--- src/ript_pkg.sv ---
package ript_pkg;

	localparam int HIST_DEPTH = 3;
	localparam int WIDTH_W    = 16;
	localparam int COUNT_W    = 16;
	localparam int TURN_W     = 15;

	localparam int APB_ADDR_W = 4;
	localparam int APB_DATA_W = 32;

	localparam logic [1:0] REG_MIN_WIDTH    = 2'd0;
	localparam logic [1:0] REG_INDEX_MARGIN = 2'd1;
	localparam logic [1:0] REG_PULSES_TURN  = 2'd2;

	localparam logic [TURN_W-1:0] PULSES_TURN_RESET = 15'd16;

	typedef struct packed {
		logic [WIDTH_W-1:0] min_width;
		logic [WIDTH_W-1:0] index_margin;
		logic [TURN_W-1:0]  pulses_per_turn;
	} cfg_t;

	typedef struct packed {
		logic               rejected;
		logic               locked;
		logic [COUNT_W-1:0] position;
	} result_t;

endpackage

--- src/ript_cfg.sv ---
module ript_cfg (
	input  logic                                clk,
	input  logic                                arst_n,
	input  logic                                psel,
	input  logic                                penable,
	input  logic                                pwrite,
	input  logic [ript_pkg::APB_ADDR_W-1:0]     paddr,
	input  logic [ript_pkg::APB_DATA_W-1:0]     pwdata,
	output logic [ript_pkg::APB_DATA_W-1:0]     prdata,
	output logic                                pready,
	output ript_pkg::cfg_t                      cfg
);

	ript_pkg::cfg_t cfg_q;
	logic [1:0]     reg_idx;
	logic           wr_en;

	assign pready  = 1'b1;
	assign reg_idx = paddr[3:2];
	assign wr_en   = psel && penable && pwrite && pready;
	assign cfg     = cfg_q;

	always_ff @(posedge clk or negedge arst_n) begin
		if (!arst_n) begin
			cfg_q.min_width       <= '0;
			cfg_q.index_margin    <= '0;
			cfg_q.pulses_per_turn <= ript_pkg::PULSES_TURN_RESET;
		end else if (wr_en) begin
			case (reg_idx)
				ript_pkg::REG_MIN_WIDTH:
					cfg_q.min_width <= pwdata[ript_pkg::WIDTH_W-1:0];
				ript_pkg::REG_INDEX_MARGIN:
					cfg_q.index_margin <= pwdata[ript_pkg::WIDTH_W-1:0];
				ript_pkg::REG_PULSES_TURN:
					cfg_q.pulses_per_turn <= pwdata[ript_pkg::TURN_W-1:0];
				default: ;
			endcase
		end
	end

	always_comb begin
		prdata = '0;
		case (reg_idx)
			ript_pkg::REG_MIN_WIDTH:
				prdata[ript_pkg::WIDTH_W-1:0] = cfg_q.min_width;
			ript_pkg::REG_INDEX_MARGIN:
				prdata[ript_pkg::WIDTH_W-1:0] = cfg_q.index_margin;
			ript_pkg::REG_PULSES_TURN:
				prdata[ript_pkg::TURN_W-1:0] = cfg_q.pulses_per_turn;
			default: prdata = '0;
		endcase
	end

endmodule

--- src/ript_core.sv ---
module ript_core (
	input  logic                             clk,
	input  logic                             arst_n,
	input  logic                             step,
	input  logic [ript_pkg::WIDTH_W-1:0]     width,
	input  ript_pkg::cfg_t                   cfg,
	output ript_pkg::result_t                result
);

	logic [ript_pkg::WIDTH_W-1:0] hist_q [ript_pkg::HIST_DEPTH];
	logic                         sync_q;
	logic [ript_pkg::COUNT_W-1:0] count_q;

	logic                         rejected;
	logic                         index_hit;
	logic [ript_pkg::WIDTH_W:0]   oldest_sum;
	logic [ript_pkg::WIDTH_W:0]   newest_sum;
	logic [ript_pkg::COUNT_W-1:0] count_inc;
	logic                         past_turn;
	logic                         sync_d;
	logic [ript_pkg::COUNT_W-1:0] count_d;

	assign rejected = width < cfg.min_width;

	// window after the shift: oldest = hist[1], middle = hist[2], newest = width
	assign oldest_sum = {1'b0, hist_q[1]} + {1'b0, cfg.index_margin};
	assign newest_sum = {1'b0, width} + {1'b0, cfg.index_margin};
	assign index_hit  = (hist_q[1] >= cfg.min_width)
		&& ({1'b0, hist_q[2]} >= oldest_sum)
		&& ({1'b0, hist_q[2]} >= newest_sum);

	assign count_inc = count_q + 1'b1;
	assign past_turn = count_inc > {1'b0, cfg.pulses_per_turn};

	always_comb begin
		sync_d  = sync_q;
		count_d = count_q;
		if (!rejected) begin
			if (!sync_q) begin
				if (index_hit) begin
					sync_d  = 1'b1;
					count_d = ript_pkg::COUNT_W'(1);
				end
			end else begin
				count_d = count_inc;
				if (past_turn) begin
					if (index_hit) count_d = '0;
					else           sync_d  = 1'b0;   // late index
				end else if (index_hit) begin
					sync_d = 1'b0;                    // early index
				end
			end
		end
	end

	assign result.rejected = rejected;
	assign result.locked   = sync_d;
	assign result.position = count_d;

	always_ff @(posedge clk or negedge arst_n) begin
		if (!arst_n) begin
			for (int i = 0; i < ript_pkg::HIST_DEPTH; i++) hist_q[i] <= '0;
			sync_q  <= 1'b0;
			count_q <= '0;
		end else if (step) begin
			if (!rejected) begin
				for (int i = 0; i < ript_pkg::HIST_DEPTH - 1; i++) hist_q[i] <= hist_q[i+1];
				hist_q[ript_pkg::HIST_DEPTH-1] <= width;
			end
			sync_q  <= sync_d;
			count_q <= count_d;
		end
	end

endmodule

--- src/rotor_index_position_tracker.sv ---
// Result path: an accepted pulse is held in the input register, then its result in the result register.
// Throughput: one pulse per cycle while the receiver takes results; tracker state updates in
// the cycle the registered pulse moves into the result register.
// Reset (arst_n low, asynchronous): history cleared, unlocked, position 0,
// registers to defaults (min_width 0, index_margin 0, pulses_per_turn 16).
module rotor_index_position_tracker (
	input  logic                                clk,
	input  logic                                arst_n,
	input  logic                                psel,
	input  logic                                penable,
	input  logic                                pwrite,
	input  logic [ript_pkg::APB_ADDR_W-1:0]     paddr,
	input  logic [ript_pkg::APB_DATA_W-1:0]     pwdata,
	output logic [ript_pkg::APB_DATA_W-1:0]     prdata,
	output logic                                pready,
	input  logic                                s_tvalid,
	output logic                                s_tready,
	input  logic [15:0]                         s_tdata,   // [15:0] pulse_width
	output logic                                m_tvalid,
	input  logic                                m_tready,
	output logic [23:0]                         m_tdata    // [15:0] position, [16] locked,
	                                                       // [17] rejected, [23:18] zero
);

	ript_pkg::cfg_t               cfg;
	ript_pkg::result_t            result;

	logic                         valid_s1;
	logic [ript_pkg::WIDTH_W-1:0] width_s1;
	logic                         valid_s2;
	ript_pkg::result_t            res_s2;
	logic                         advance;
	logic                         in_xfer;

	ript_cfg u_cfg (
		.clk     (clk),
		.arst_n  (arst_n),
		.psel    (psel),
		.penable (penable),
		.pwrite  (pwrite),
		.paddr   (paddr),
		.pwdata  (pwdata),
		.prdata  (prdata),
		.pready  (pready),
		.cfg     (cfg)
	);

	ript_core u_core (
		.clk    (clk),
		.arst_n (arst_n),
		.step   (advance),
		.width  (width_s1),
		.cfg    (cfg),
		.result (result)
	);

	assign advance  = valid_s1 && (!valid_s2 || m_tready);
	assign s_tready = !valid_s1 || advance;
	assign in_xfer  = s_tvalid && s_tready;

	always_ff @(posedge clk or negedge arst_n) begin
		if (!arst_n) begin
			valid_s1 <= 1'b0;
			valid_s2 <= 1'b0;
		end else begin
			if (s_tready) valid_s1 <= s_tvalid;
			if (!valid_s2 || m_tready) valid_s2 <= valid_s1;
		end
	end

	always_ff @(posedge clk) begin
		if (in_xfer) width_s1 <= s_tdata;
		if (advance) res_s2   <= result;
	end

	assign m_tvalid = valid_s2;
	assign m_tdata  = {6'd0, res_s2.rejected, res_s2.locked, res_s2.position};

`ifndef NO_ASSERTIONS
	a_ready_when_empty: assert property (@(posedge clk) disable iff (!arst_n)
		!valid_s2 |-> s_tready)
		else $error("input stalled with empty result register");

	a_xfer_held: assert property (@(posedge clk) disable iff (!arst_n)
		in_xfer |=> valid_s1)
		else $error("accepted pulse lost from input register");

	a_result_moves: assert property (@(posedge clk) disable iff (!arst_n)
		advance |=> valid_s2)
		else $error("result not captured on advance");

	a_position_bound: assert property (@(posedge clk) disable iff (!arst_n)
		(valid_s2 && res_s2.locked) |-> (res_s2.position <= 16'd32768))
		else $error("locked position out of range");
`endif

endmodule

--- config.mk ---
export PLATFORM = sky130hd
export DESIGN_NAME = rotor_index_position_tracker
export DESIGN_NICKNAME = d
export VERILOG_FILES = /design/src/ript_pkg.sv /design/src/ript_cfg.sv /design/src/ript_core.sv /design/src/rotor_index_position_tracker.sv
export SDC_FILE = /design/constraint.sdc
export NUM_CORES = 1
export LEC_CHECK = 0
export BUFFER_PORTS_ARGS = -buffer_cell sky130_fd_sc_hd__buf_2
export CORE_ASPECT_RATIO = 1.2
export CORE_MARGIN = 2
export CORE_UTILIZATION = 45
export DETAILED_ROUTE_END_ITERATION = 10
export GPL_ROUTABILITY_DRIVEN = 0
export PLACE_DENSITY = 0.75
export SLEW_MARGIN = 20
export SYNTH_ARGS = -nofsm -noshare
export SYNTH_HDL_FRONTEND = slang
export SYNTH_SLANG_ARGS = --single-unit
--- constraint.sdc ---
create_clock -name clk -period 6.4 [get_ports clk]
set_input_delay 1.28 -clock clk [delete_from_list [all_inputs] [get_ports clk]]
set_output_delay 1.28 -clock clk [all_outputs]
set_load 0.1 [all_outputs]
==> results.md <==
* Final hold violation count at 0
* Post-DP HPWL at around 17,000 um
* Antenna-violating nets left at 0
* Post-synthesis sequential element count at roughly 130
* Data arrival time of the critical path at around 5.3 ns
* Flop2flop setup slack at about 1.2 ns
* Clock transition at path regs at about 0.060 ns
* Finished Core Util at 51.64%
* Tcrit/Tclk final at 80.97%
* Min-Delay Path Class: register to register
* Synth Instances at 952
* Sequential-to-total area share from yosys stat at 38.99%
* Final worst path period need at approximately 5.2 ns
* Hold_buf cts at 0
* # DRC at 0
* Antenna violations before repair at 0
* R2r endpoint: m_tdata[9]
* Area growth syn-to-layout at 12.89%
* Post-CTS setup buffers at 0
* CTS tree: done
* Yosys warns at 0
* First-pass GRT wire length at 35,690 um
* Hold EP: m_tvalid
* Via-to-Cell Ratio at 5.527
* Status: complete, no violations
* Post-CTS Resized at 0
* Lkg Pwr at about 4.8 nW
* Remaining global-route overflow at 0
* Gr usage total at 21.61%
* Syn Std Cell Area at between 8000 and 9000 um^2
* Max-slew headroom at 41.30%
* RSZ-0062 raised after global routing: false
* Hold Startpoint: valid_s1
* Top cells by area, synth: dfrtp_1, ha_1, edfxtp_1, nand2_1, o21ai_0
* Crit. Startpoint: u_cfg.cfg[16]
* Root Buffer Master: clkbuf_16
* Worst path bufs/invs at 0
* Setup Viol. Count Final at 0
* Slowest-stage cell, CP: nand2_1
* Critical path's largest stage delay at approximately 0.49 ns
* Average wire per standard cell at 17.03 um
* Synth top area share at 27.24%
* Cell Chain, Critical Path: ha_1 > a21o_1 > a21o_1 > a2111oi_2 > o31ai_1 > o41ai_2 > o2111ai_1 > a21oi_1 > xnor2_1 > ha_1 > a211o_1 > a21oi_1 > nor3_1 > o311a_1 > nand4bb_1 > nand2_1 > o22ai_1
* 1st-iter DRT viols at 336
* # fillers at 1,780
* Highest clock rate at 0.1930 GHz
* Yosys cell types at 68
* Prevailing post-synth register cell: dfrtp_1
* Max VDD drop at 0.2453 mV
* Antenna Diode Count at 0
* Area of the core at 19,480 um^2
* Critical path type: register to register
* Vias in the first global route at 7,227
* Iteration count of the initial detailed-routing pass at 5
* Row cnt at 56
* Maxcap violations at 0
* Io pins at ~120
* Setup Skew at 0.005308 ns
* Share of layout cells above drive strength 1 at 14.58%
* Via Count at roughly 7,000
* Routed WL at between 20,000 and 25,000 um
* Yosys top cell by area: dfrtp_1
* Worst r2r src: u_cfg.cfg[16]
* Commonest cells in the netlist: nand2_1, ha_1, dfrtp_1, o21ai_0, inv_1
* Post-Syn Area per Cell at 9.360 um^2
* Post-synth EDFFs at 34
* CP delay by family, top: compound AO/OA/AOI/OAI gates
* Fin nets at about 1,200
* Largest net degree at the start of global routing at 53
* Maximum fanout along the worst path at 11
* Hold path depth at 1
* Die area at ~21,000 um^2
* Worst reg-to-reg path cell count at 17
* CTS sink cnt at between 100 and 150
* Fin Setup TNS at 0 ns
* H-tree Lvls at 4
* Die width at 132.5 um
* Asr flop ratio synth at 74.24%
* Clock buffer depth at 2
* P per Cell Area at 436.4 nW/um^2
* Startpoint types: register
* Worst-Skew Late Latency at 0.43 ns
* Die H at 158.2 um
* IO Port Bufs at 76
* Crit path required time at 6.55 ns
* Worst setup EP type: register
* Slew @ Worst Pin at between 0.8 and 0.9 ns
* Clock buffer count from CTS at 17
* Starting Density at between 40% and 50%
* Top-count cell post-synth: nand2_1
* Slew Limit Fails at 0
==> power by group <==
part / internal [W] / leakage, nW / switching (W)
combinational: 0.000805 / 2.99 / 0.00131
clock: 0.000587 / 0.299 / 0.000385
sequential: 0.00108 / 1.54 / 0.000223
==> through the flow <==
step	cell area, um^2	setup slack [ns]	hold WS [ns]	std cells	power [W]
detailed placement	9464	1.325	0.4793	1265	0.003415
global route	10060	0.8715	0.5149	1297	0.004727
CTS	10060	1.314	0.4931	1297	0.004405
floorplan	8990	0.7270	0.4490	973	0.002928
finish	10060	1.218	0.4966	1297	0.004390
global placement	9464	1.359	0.4658	1265	0.003341
==> cell usage in the layout (no fill, tap or decap), types with 11 or more instances in the layout <==
cell type | synthesis | layout
mux2i_1 | 16 | 16
nand4_1 | 12 | 12
nand3_1 | 23 | 23
clkbuf_16 | 0 | 20
xor2_1 | 14 | 14
a21o_1 | 17 | 17
xnor2_1 | 25 | 25
mux2_2 | 18 | 18
ha_1 | 111 | 111
o22ai_1 | 12 | 12
edfxtp_1 | 34 | 34
nor3_1 | 12 | 11
inv_1 | 72 | 72
buf_2 | 4 | 75
dfrtp_1 | 97 | 97
nand2_1 | 163 | 163
conb_1 | 2 | 23
nor2_1 | 37 | 37
o21ai_0 | 79 | 79
a21oi_1 | 37 | 37
==> cell families after synthesis <==
family	count (synthesis)	share of synthesized area (%)
AO/OA/AOI/OAI	219	16.13
XOR/XNOR	39	3.833
adder cells (fa/ha/maj)	113	16.03
buffers and inverters	124	6.389
flip-flops	132	38.99
multiplexers	34	4.072
other	2	0.08428
AND/OR/NAND/NOR	289	14.46
==> worst register-to-register path, stage by stage, from the launching register on <==
cell and delay (ns):
dfrtp_1 0.48, ha_1 0.34, a21o_1 0.17, a21o_1 0.22, a2111oi_2 0.44, o31ai_1 0.18
o41ai_2 0.41, o2111ai_1 0.22, a21oi_1 0.21, xnor2_1 0.14, ha_1 0.19, a211o_1 0.15
a21oi_1 0.05, nor3_1 0.29, o311a_1 0.32, nand4bb_1 0.45, nand2_1 0.49, o22ai_1 0.16
==> flip-flops by register name (all words and copies together) (netlist names) <==
register / count
m_tdata: 18
m_tvalid: 1
u_cfg.cfg: 47
u_core.count_q: 16
u_core.hist_q: 32
u_core.sync_q: 1
valid_s1: 1
width_s1: 16
==> cell type report <==
cell class | instances | area (um^2) | area share, %
multi-input combinational | 717 | 4960 | 49.30
sequential | 132 | 3475 | 34.54
clock buffer | 23 | 531.8 | 5.286
timing repair buffer | 83 | 435.4 | 4.328
tap | 261 | 326.6 | 3.246
inverter | 72 | 270.3 | 2.687
clock inverter | 9 | 61.31 | 0.6095
==> metal layers <==
layer | part of all wire [%] | wire length, um | track usage (%)
met2 | 52 | 11420 | 39.33
met5 | 0 | 0 | 0
met3 | 4.6 | 1007 | 3.490
met1 | 41 | 8975 | 25.10
met4 | 3.1 | 685 | 9.626
==> worst max-delay path by stage <==
stage,endpoint,slack (ns),cells past startpoint
after floorplan,prdata[0],0.73,4
after global placement,m_tdata[4],1.36,17
after detailed placement,m_tdata[14],1.33,17
after CTS,m_tdata[14],1.31,17
after global routing,m_tdata[10],0.87,17
final,m_tdata[9],1.22,17
(Power assumes the default switching activity.)
